--- src/rtl/asd_pkg.sv ---
package asd_pkg;

    localparam int unsigned ADC_MAX_DEF  = 4095;
    localparam int unsigned RAW_W        = 12;
    localparam int unsigned RAW_STATE_W  = 14;
    localparam int unsigned OFFSET_W     = 13;
    localparam int unsigned TIME_W       = 32;
    localparam int unsigned PCT_W        = 7;
    localparam int unsigned PCT_FULL     = 100;
    localparam int unsigned CFG_DATA_W   = 32;
    localparam int unsigned CFG_IDX_W    = 2;

    localparam logic MODE_UPDATE = 1'b0;
    localparam logic MODE_INIT   = 1'b1;

    localparam logic [OFFSET_W-1:0] ZERO_OFFSET_RST   = '0;
    localparam logic [RAW_W-1:0]    RAW_THRESHOLD_RST = RAW_W'(10);
    localparam logic [TIME_W-1:0]   INTERVAL_MS_RST   = TIME_W'(50);
    localparam logic                INVERT_RST        = 1'b0;

    typedef enum logic [CFG_IDX_W-1:0] {
        CFG_ZERO_OFFSET,
        CFG_RAW_THRESHOLD,
        CFG_INTERVAL_MS,
        CFG_INVERT
    } t_cfg_idx;

    typedef enum logic [1:0] {
        REASON_NONE,
        REASON_MOVED,
        REASON_INIT
    } t_reason;

    typedef struct packed {
        logic              mode;
        logic [TIME_W-1:0] now_ms;
        logic [RAW_W-1:0]  sample;
    } t_in;

    typedef struct packed {
        logic             changed;
        logic [PCT_W-1:0] percent;
        logic [RAW_W-1:0] raw_now;
        logic [RAW_W-1:0] raw_before;
        logic [1:0]       reason;
    } t_out;

    typedef struct packed {
        logic [OFFSET_W-1:0] zero_offset;
        logic [RAW_W-1:0]    raw_threshold;
        logic [TIME_W-1:0]   interval_ms;
        logic                invert;
    } t_cfg;

    // width of a clamped raw value
    function automatic int unsigned asd_cw(input int unsigned adc_max);
        return $clog2(adc_max + 1);
    endfunction

    // width of the signed stored raw value (unclamped init values fit too)
    function automatic int unsigned asd_sw(input int unsigned adc_max);
        int unsigned cw;
        cw = $clog2(adc_max + 1);
        return (cw + 1 > RAW_STATE_W) ? cw + 1 : RAW_STATE_W;
    endfunction

endpackage

--- src/rtl/asd_cfg.sv ---
module asd_cfg
    import asd_pkg::*;
(
    input  logic                  i_clk,
    input  logic                  i_rst_n,
    input  logic                  i_cfg_we,
    input  logic [CFG_IDX_W-1:0]  i_cfg_index,
    input  logic [CFG_DATA_W-1:0] i_cfg_data,
    output t_cfg                  o_cfg
);

    t_cfg r_cfg;

    always_ff @(posedge i_clk) begin
        if (!i_rst_n) begin
            r_cfg.zero_offset   <= ZERO_OFFSET_RST;
            r_cfg.raw_threshold <= RAW_THRESHOLD_RST;
            r_cfg.interval_ms   <= INTERVAL_MS_RST;
            r_cfg.invert        <= INVERT_RST;
        end else if (i_cfg_we) begin
            unique case (t_cfg_idx'(i_cfg_index))
                CFG_ZERO_OFFSET:   r_cfg.zero_offset   <= i_cfg_data[OFFSET_W-1:0];
                CFG_RAW_THRESHOLD: r_cfg.raw_threshold <= i_cfg_data[RAW_W-1:0];
                CFG_INTERVAL_MS:   r_cfg.interval_ms   <= i_cfg_data[TIME_W-1:0];
                CFG_INVERT:        r_cfg.invert        <= i_cfg_data[0];
            endcase
        end
    end

    assign o_cfg = r_cfg;

endmodule

--- src/rtl/asd_scale.sv ---
module asd_scale
    import asd_pkg::*;
#(
    parameter int unsigned ADC_MAX = ADC_MAX_DEF
) (
    input  logic [asd_cw(ADC_MAX)-1:0] i_raw,
    output logic [PCT_W-1:0]           o_pct
);

    // floor(raw * 100 / ADC_MAX) as raw * ceil(100 * 2^K / ADC_MAX) >> K;
    // exact for raw <= ADC_MAX because 2^K > ADC_MAX^2
    localparam int unsigned CW = asd_cw(ADC_MAX);
    localparam int unsigned K  = 2 * CW;
    localparam longint unsigned RECIP =
        ((64'(PCT_FULL) << K) + 64'(ADC_MAX) - 64'd1) / 64'(ADC_MAX);
    localparam int unsigned RW = $clog2(RECIP + 1);
    localparam int unsigned PW = K + PCT_W + 1;

    logic [RW-1:0] w_recip;
    logic [PW-1:0] w_prod;

    assign w_recip = RW'(RECIP);
    assign w_prod  = PW'(i_raw) * PW'(w_recip);
    assign o_pct   = w_prod[K +: PCT_W];

endmodule

--- src/rtl/asd_step.sv ---
module asd_step
    import asd_pkg::*;
#(
    parameter int unsigned ADC_MAX = ADC_MAX_DEF
) (
    input  t_in                         i_in,
    input  t_cfg                        i_cfg,
    input  logic [TIME_W-1:0]           i_last,
    input  logic [asd_sw(ADC_MAX)-1:0]  i_stored,
    input  logic [asd_sw(ADC_MAX)-1:0]  i_prev,
    input  logic [PCT_W-1:0]            i_pct,
    output logic [TIME_W-1:0]           o_last,
    output logic [asd_sw(ADC_MAX)-1:0]  o_stored,
    output logic [asd_sw(ADC_MAX)-1:0]  o_prev,
    output logic [PCT_W-1:0]            o_pct,
    output t_out                        o_res
);

    localparam int unsigned CW = asd_cw(ADC_MAX);
    localparam int unsigned SW = asd_sw(ADC_MAX);
    localparam logic signed [SW-1:0] MAX_S = SW'(ADC_MAX);

    function automatic logic [SW-1:0] clamp_raw(input logic signed [SW-1:0] v);
        logic [SW-1:0] r;
        if (v[SW-1])
            r = '0;
        else if (v > MAX_S)
            r = MAX_S;
        else
            r = v;
        return r;
    endfunction

    logic signed [SW-1:0] w_off;
    logic [SW-1:0]        w_off_c;
    logic [CW-1:0]        w_clamp;
    logic [CW-1:0]        w_nr;
    logic [SW-1:0]        w_nr_s;
    logic signed [SW:0]   w_diff;
    logic [SW:0]          w_abs;
    logic                 w_moved;
    logic [TIME_W-1:0]    w_elapsed;
    logic                 w_due;
    logic [CW-1:0]        w_pct_in;
    logic [PCT_W-1:0]     w_pct;
    logic [SW-1:0]        w_now_c;
    logic [SW-1:0]        w_prev_c;
    logic                 w_changed;
    t_reason              w_reason;

    assign w_off = $signed({{(SW-RAW_W){1'b0}}, i_in.sample})
                 - $signed({{(SW-OFFSET_W){i_cfg.zero_offset[OFFSET_W-1]}},
                            i_cfg.zero_offset});
    assign w_off_c = clamp_raw(w_off);
    assign w_clamp = w_off_c[CW-1:0];
    assign w_nr    = i_cfg.invert ? CW'(ADC_MAX) - w_clamp : w_clamp;
    assign w_nr_s  = SW'(w_nr);

    assign w_diff  = $signed({w_nr_s[SW-1], w_nr_s}) - $signed({i_stored[SW-1], i_stored});
    assign w_abs   = w_diff[SW] ? -w_diff : w_diff;
    assign w_moved = w_abs >= (SW+1)'(i_cfg.raw_threshold);

    // unsigned difference handles timestamp wrap
    assign w_elapsed = i_in.now_ms - i_last;
    assign w_due     = w_elapsed >= i_cfg.interval_ms;

    // init and update never need the scaler in the same transaction
    assign w_pct_in = (i_in.mode == MODE_INIT) ? w_clamp : w_nr;

    asd_scale #(
        .ADC_MAX (ADC_MAX)
    ) u_scale (
        .i_raw (w_pct_in),
        .o_pct (w_pct)
    );

    always_comb begin
        o_last    = i_last;
        o_stored  = i_stored;
        o_prev    = i_prev;
        o_pct     = i_pct;
        w_changed = 1'b0;
        w_reason  = REASON_NONE;
        if (i_in.mode == MODE_INIT) begin
            o_stored = w_off;
            o_pct    = w_pct;
            w_reason = REASON_INIT;
        end else if (w_due) begin
            o_last = i_in.now_ms;
            if (w_moved) begin
                o_prev   = i_stored;
                o_stored = w_nr_s;
                if (w_pct != i_pct) begin
                    o_pct     = w_pct;
                    w_changed = 1'b1;
                    w_reason  = REASON_MOVED;
                end
            end
        end
    end

    assign w_now_c  = clamp_raw(o_stored);
    assign w_prev_c = clamp_raw(o_prev);

    assign o_res.changed    = w_changed;
    assign o_res.percent    = o_pct;
    assign o_res.raw_now    = w_now_c[RAW_W-1:0];
    assign o_res.raw_before = w_prev_c[RAW_W-1:0];
    assign o_res.reason     = w_reason;

endmodule

--- src/rtl/analog_slider_deadband.sv ---
// The input register captures each input transaction; the step logic then loads the
// result register from it. Throughput: one transaction per cycle while the output is
// not stalled; the input register, one pass through the offset/clamp/compare logic and
// the reciprocal multiplier, and the result register. Stalls on the output hold the
// result and block new input only once both registers fill.
// Reset: synchronous, active low; clears the valid flags, config to its reset values and
// slider state to zero. No clearing pass; input ready from the first reset edge on.
module analog_slider_deadband
    import asd_pkg::*;
#(
    parameter int unsigned ADC_MAX = ADC_MAX_DEF
) (
    input  logic                  i_clk,
    input  logic                  i_rst_n,
    input  logic                  i_in_valid,
    output logic                  o_in_ready,
    input  t_in                   i_in_data,
    output logic                  o_out_valid,
    input  logic                  i_out_ready,
    output t_out                  o_out_data,
    input  logic                  i_cfg_we,
    input  logic [CFG_IDX_W-1:0]  i_cfg_index,
    input  logic [CFG_DATA_W-1:0] i_cfg_data
);

    localparam int unsigned SW = asd_sw(ADC_MAX);

    t_cfg              w_cfg;
    logic              r_in_valid;
    t_in               r_in;
    logic              r_out_valid;
    t_out              r_out;
    logic [TIME_W-1:0] r_last;
    logic [SW-1:0]     r_stored;
    logic [SW-1:0]     r_prev;
    logic [PCT_W-1:0]  r_pct;
    logic [TIME_W-1:0] n_last;
    logic [SW-1:0]     n_stored;
    logic [SW-1:0]     n_prev;
    logic [PCT_W-1:0]  n_pct;
    t_out              n_out;
    logic              w_adv;

    asd_cfg u_cfg (
        .i_clk       (i_clk),
        .i_rst_n     (i_rst_n),
        .i_cfg_we    (i_cfg_we),
        .i_cfg_index (i_cfg_index),
        .i_cfg_data  (i_cfg_data),
        .o_cfg       (w_cfg)
    );

    asd_step #(
        .ADC_MAX (ADC_MAX)
    ) u_step (
        .i_in     (r_in),
        .i_cfg    (w_cfg),
        .i_last   (r_last),
        .i_stored (r_stored),
        .i_prev   (r_prev),
        .i_pct    (r_pct),
        .o_last   (n_last),
        .o_stored (n_stored),
        .o_prev   (n_prev),
        .o_pct    (n_pct),
        .o_res    (n_out)
    );

    // state commits in the same edge that loads the result register
    assign w_adv      = r_in_valid && (!r_out_valid || i_out_ready);
    assign o_in_ready = !r_in_valid || w_adv;

    always_ff @(posedge i_clk) begin
        if (!i_rst_n) begin
            r_in_valid  <= 1'b0;
            r_out_valid <= 1'b0;
            r_last      <= '0;
            r_stored    <= '0;
            r_prev      <= '0;
            r_pct       <= '0;
        end else begin
            if (o_in_ready) begin
                r_in_valid <= i_in_valid;
            end
            if (w_adv) begin
                r_out_valid <= 1'b1;
                r_last      <= n_last;
                r_stored    <= n_stored;
                r_prev      <= n_prev;
                r_pct       <= n_pct;
            end else if (i_out_ready) begin
                r_out_valid <= 1'b0;
            end
        end
    end

    always_ff @(posedge i_clk) begin
        if (o_in_ready && i_in_valid) begin
            r_in <= i_in_data;
        end
        if (w_adv) begin
            r_out <= n_out;
        end
    end

    assign o_out_valid = r_out_valid;
    assign o_out_data  = r_out;

endmodule

--- config.mk ---
export PLATFORM = sky130hd
export DESIGN_NAME = analog_slider_deadband
export DESIGN_NICKNAME = d
export VERILOG_FILES = /design/src/rtl/asd_pkg.sv /design/src/rtl/asd_cfg.sv /design/src/rtl/asd_scale.sv /design/src/rtl/asd_step.sv /design/src/rtl/analog_slider_deadband.sv
export SDC_FILE = /design/constraint.sdc
export NUM_CORES = 1
export LEC_CHECK = 0
export BUFFER_PORTS_ARGS = -buffer_cell sky130_fd_sc_hd__buf_4
export CAP_MARGIN = 20
export CORE_MARGIN = 2
export CORE_UTILIZATION = 48
export DETAILED_ROUTE_END_ITERATION = 10
export GPL_ROUTABILITY_DRIVEN = 0
export PLACE_DENSITY_LB_ADDON = 0.15
export SYNTH_ARGS = -nofsm -noshare
export SYNTH_HDL_FRONTEND = slang
export SYNTH_SLANG_ARGS = --single-unit
--- constraint.sdc ---
create_clock -name i_clk -period 9.75 [get_ports i_clk]
set_input_delay 0.4875 -clock i_clk [delete_from_list [all_inputs] [get_ports i_clk]]
set_output_delay 0.4875 -clock i_clk [all_outputs]
set_load 0.05 [all_outputs]
==> qor.yml <==
outcome:
  outcome: "complete, no violations"
power:
  switchingPower_mw: 2.31
  p_total_mw: 5.16
  p_clk_share_pct: 17.6
  ir_worst_vdd_uv: 156
  combPwrFrac_pct: 61.8
  p_sw_share_pct: 44.7
  leakage_nw: 7.47
  intPower_mw: 2.85
  power_density_nw_per_um2: 299
  seqPwrFrac_pct: 20.6
die:
  die_area_um2: 33200
  die_width_um: 182
  initial_utilization_pct: 48.5
  rows: 65
  core_area_um2: 31400
  die_h_um: 182
  io_pins: 120
cts:
  numCtsBuffers: 24
  clk_pin_slew_ns: 0.06
  hold_buffers: 0
  htreeDepth: 1
  root_buffer: "clkbuf_16"
  postCtsSetupBuffers: 0
  cts_sinks: 205
  cts_tree: "yes"
  insertion_delay_ns: 0.55
  cts_buffer_depth: 3
  post_cts_resized: 0
yosys:
  seq_area_frac_synth_pct: 32.1
  syn-instance-count: 1679
  synth_adder_area_share_pct: 19.9
  muxShareOfSynthArea_pct: 3.35
  syn-cell-area_um2: 15200
  synth_simple_gate_area_share_pct: 14.5
  synth_cell_types: 89
  yosysWarnings: 0
  synth-seq-cells: 205
  avgSynthCellArea_um2: 9.07
  synthArstFlopShare_pct: 0
  syn-num-nets: 1989
  synth-xor-area-share_pct: 5.17
  ys.flop_type: "dfxtp_1"
  synth-edff-count: 78
  synth_top_family_by_area: "adder cells"
  synth_compound_area_share_pct: 18.6
critical_path:
  r2r-end: "o_out_data[26]$_DFFE_PP_"
  reg2reg_from: "r_in[0]$_DFFE_PP_"
  path_max_fanout: 13
  required_ns: 10.02
  crit_top_cell: "ha_1"
  critPathLaunch: "r_in[0]$_DFFE_PP_"
  path_class: "flip-flop to flip-flop"
  ff2ff_path_depth: 31
  cp.arrival_ns: 9.16
  worst_setup_path_start_kind: "flip-flop"
  slowest_delay_ns: 0.68
  crit_path_end_kind: "flip-flop"
  cp_slowest_cell: "xnor2_1"
  worst-r2r-setup-slack_ns: 0.86
  crit_end: "o_out_data[26]$_DFFE_PP_"
sta:
  min_period_ns: 8.89
  skew_ns: 0.0297
  fin_tns_setup_ns: 0
  rsz0062_at_grt: "no"
  slew_violations: 0
  fmax_mhz: 112
  max_slew.worst_pin.slew_ns: 0.947
  hold_violations: 0
  setup_viol: 0
  slew_headroom_pct: 35.1
  fin_crit_sh_pct: 91.2
  fin_ws_ns: 0.857
cells_and_area:
  regArea_um2: 4880
  final_cell_mix: "ha_1 (199), inv_1 (187), nand2_1 (181)"
  final_common_cell: "ha_1"
  multi_input_area_um2: 9380
  fill_cells: 2895
  area_growth_pct: 13.5
  nets: 2082
  drive_gt1_share_pct: 11.7
  antenna_cells: 0
detailed_routing:
  ant_nets: 0
  via_count: 11900
  post_drt_wl_per_cell_um: 16.3
  first_pass_iters: 6
  drc: 0
  viasPerCell: 5.44
  detail_route.wirelength_um: 35700
  drt_iter0_drc: 603
grt:
  grt_start_max_net_pins: 99
  grt_use_total_pct: 21.4
  grt_pass1_vias: 11700
  grt_pass1_wl_um: 58200
  overflow: 0
  antenna_found_initial: 0
min_path:
  hold_path.class: "input pin to flip-flop"
  hp-start: "i_in_data[41]"
place:
  pre_cts_slack_ns: 1.01
  post-dp-hpwl_um: 27700
  io_buffers: 119
run:
  cap_viol_max_count: 0
synthesized netlist by cell type, drive strengths merged, types with 14 or more instances:
master / instances / share of area, %
nand2: 181 / 4.5
a21boi: 55 / 2.7
a211oi: 22 / 1.1
inv: 187 / 4.6
a21o: 33 / 1.6
ha: 199 / 16
nand4: 15 / 0.62
nor3: 21 / 0.69
o211ai: 28 / 1.4
o21ai: 58 / 1.9
nor2: 76 / 1.9
nand3: 28 / 0.92
xnor2: 57 / 3.3
dfxtp: 127 / 17
nor2b: 50 / 2.1
edfxtp: 78 / 15
xor2: 33 / 1.9
mux2i: 39 / 2.6
clkbuf: 50 / 1.2
buf: 15 / 0.53
and2: 14 / 0.57
or3: 20 / 0.82
a21oi: 90 / 3.0
fa: 27 / 3.5
critical path, delay by kind of cell, from the launching register on:
family,cells,cell delay [ns]
AOI/OAI and AO/OA,12,2.60
xor gates and xnor gates,2,1.22
adders and majority gates,8,2.92
buffers and inverters,5,0.41
DFF,1,0.35
muxes,1,0.33
and+or+nand+nor,3,0.77
layer usage:
layer	wire, um	up-vias	global-route usage, %	share of wire [%]
met5	0	-	0	0
met4	1130	0	6.58	3.2
met3	1930	73	2.97	5.4
met2	16800	319	37.3	47
met1	15900	5446	27.4	44
li1	-	6096	-	-
final cells by class:
cell class | count | share of cell area (%)
multi-input cells | 1221 | 54.2
flip-flops and latches | 205 | 28.2
repair buffers | 132 | 5.80
inverters | 188 | 4.08
clock buffers | 29 | 3.82
well taps | 402 | 2.91
clock inverters | 15 | 0.904
metrics by stage:
step / hold slack, ns / util [%] / cells / cell area, um^2
final: 0.111 / 55.1 / 2192 / 17300
after global routing: 0.0873 / 55.1 / 2192 / 17300
after CTS: 0.0833 / 55.0 / 2191 / 17300
after detailed placement: 0.457 / 52.4 / 2147 / 16500
after global placement: 0.448 / 52.4 / 2147 / 16500
after floorplan: 0.437 / - / 1679 / 15200
logic make-up after synthesis:
| group | after synthesis |
|---|---|
| AO/OA/AOI/OAI | 402 |
| XOR/XNOR | 90 |
| adder cells (fa/ha/maj) | 226 |
| buffers and inverters | 253 |
| flip-flops | 205 |
| multiplexers | 48 |
| AND/OR/NAND/NOR | 455 |
power groups by stage:
stage,sequential [mW],clock (mW),combinational [mW]
final,1.06,0.908,3.19
after global routing,1.07,0.966,3.57
after CTS,1.06,0.930,3.19
after detailed placement,1.08,0,3.16
after global placement,1.08,0,3.12
after floorplan,1.18,0,2.33
registers in the layout, summed over array words and instances (netlist names):
name	cells
u_cfg.o_cfg	58
r_in_valid	1
r_prev	14
r_pct	7
r_stored	14
r_last	32
r_in	45
o_out_valid	1
o_out_data	33
how the worst min path moves through the flow:
| stage | end | slack (ns) | cells past startpoint |
|---|---|---|---|
| global placement | r_prev[11]$_SDFFE_PN0P_ | 0.45 | 2 |
| detailed placement | r_prev[8]$_SDFFE_PN0P_ | 0.46 | 2 |
| finish | r_in[41]$_DFFE_PP_ | 0.11 | 1 |
| floorplan | r_prev[10]$_SDFFE_PN0P_ | 0.44 | 2 |
| CTS | r_in[41]$_DFFE_PP_ | 0.08 | 1 |
| global route | r_in[41]$_DFFE_PP_ | 0.09 | 1 |
(Power assumes the default switching activity.)
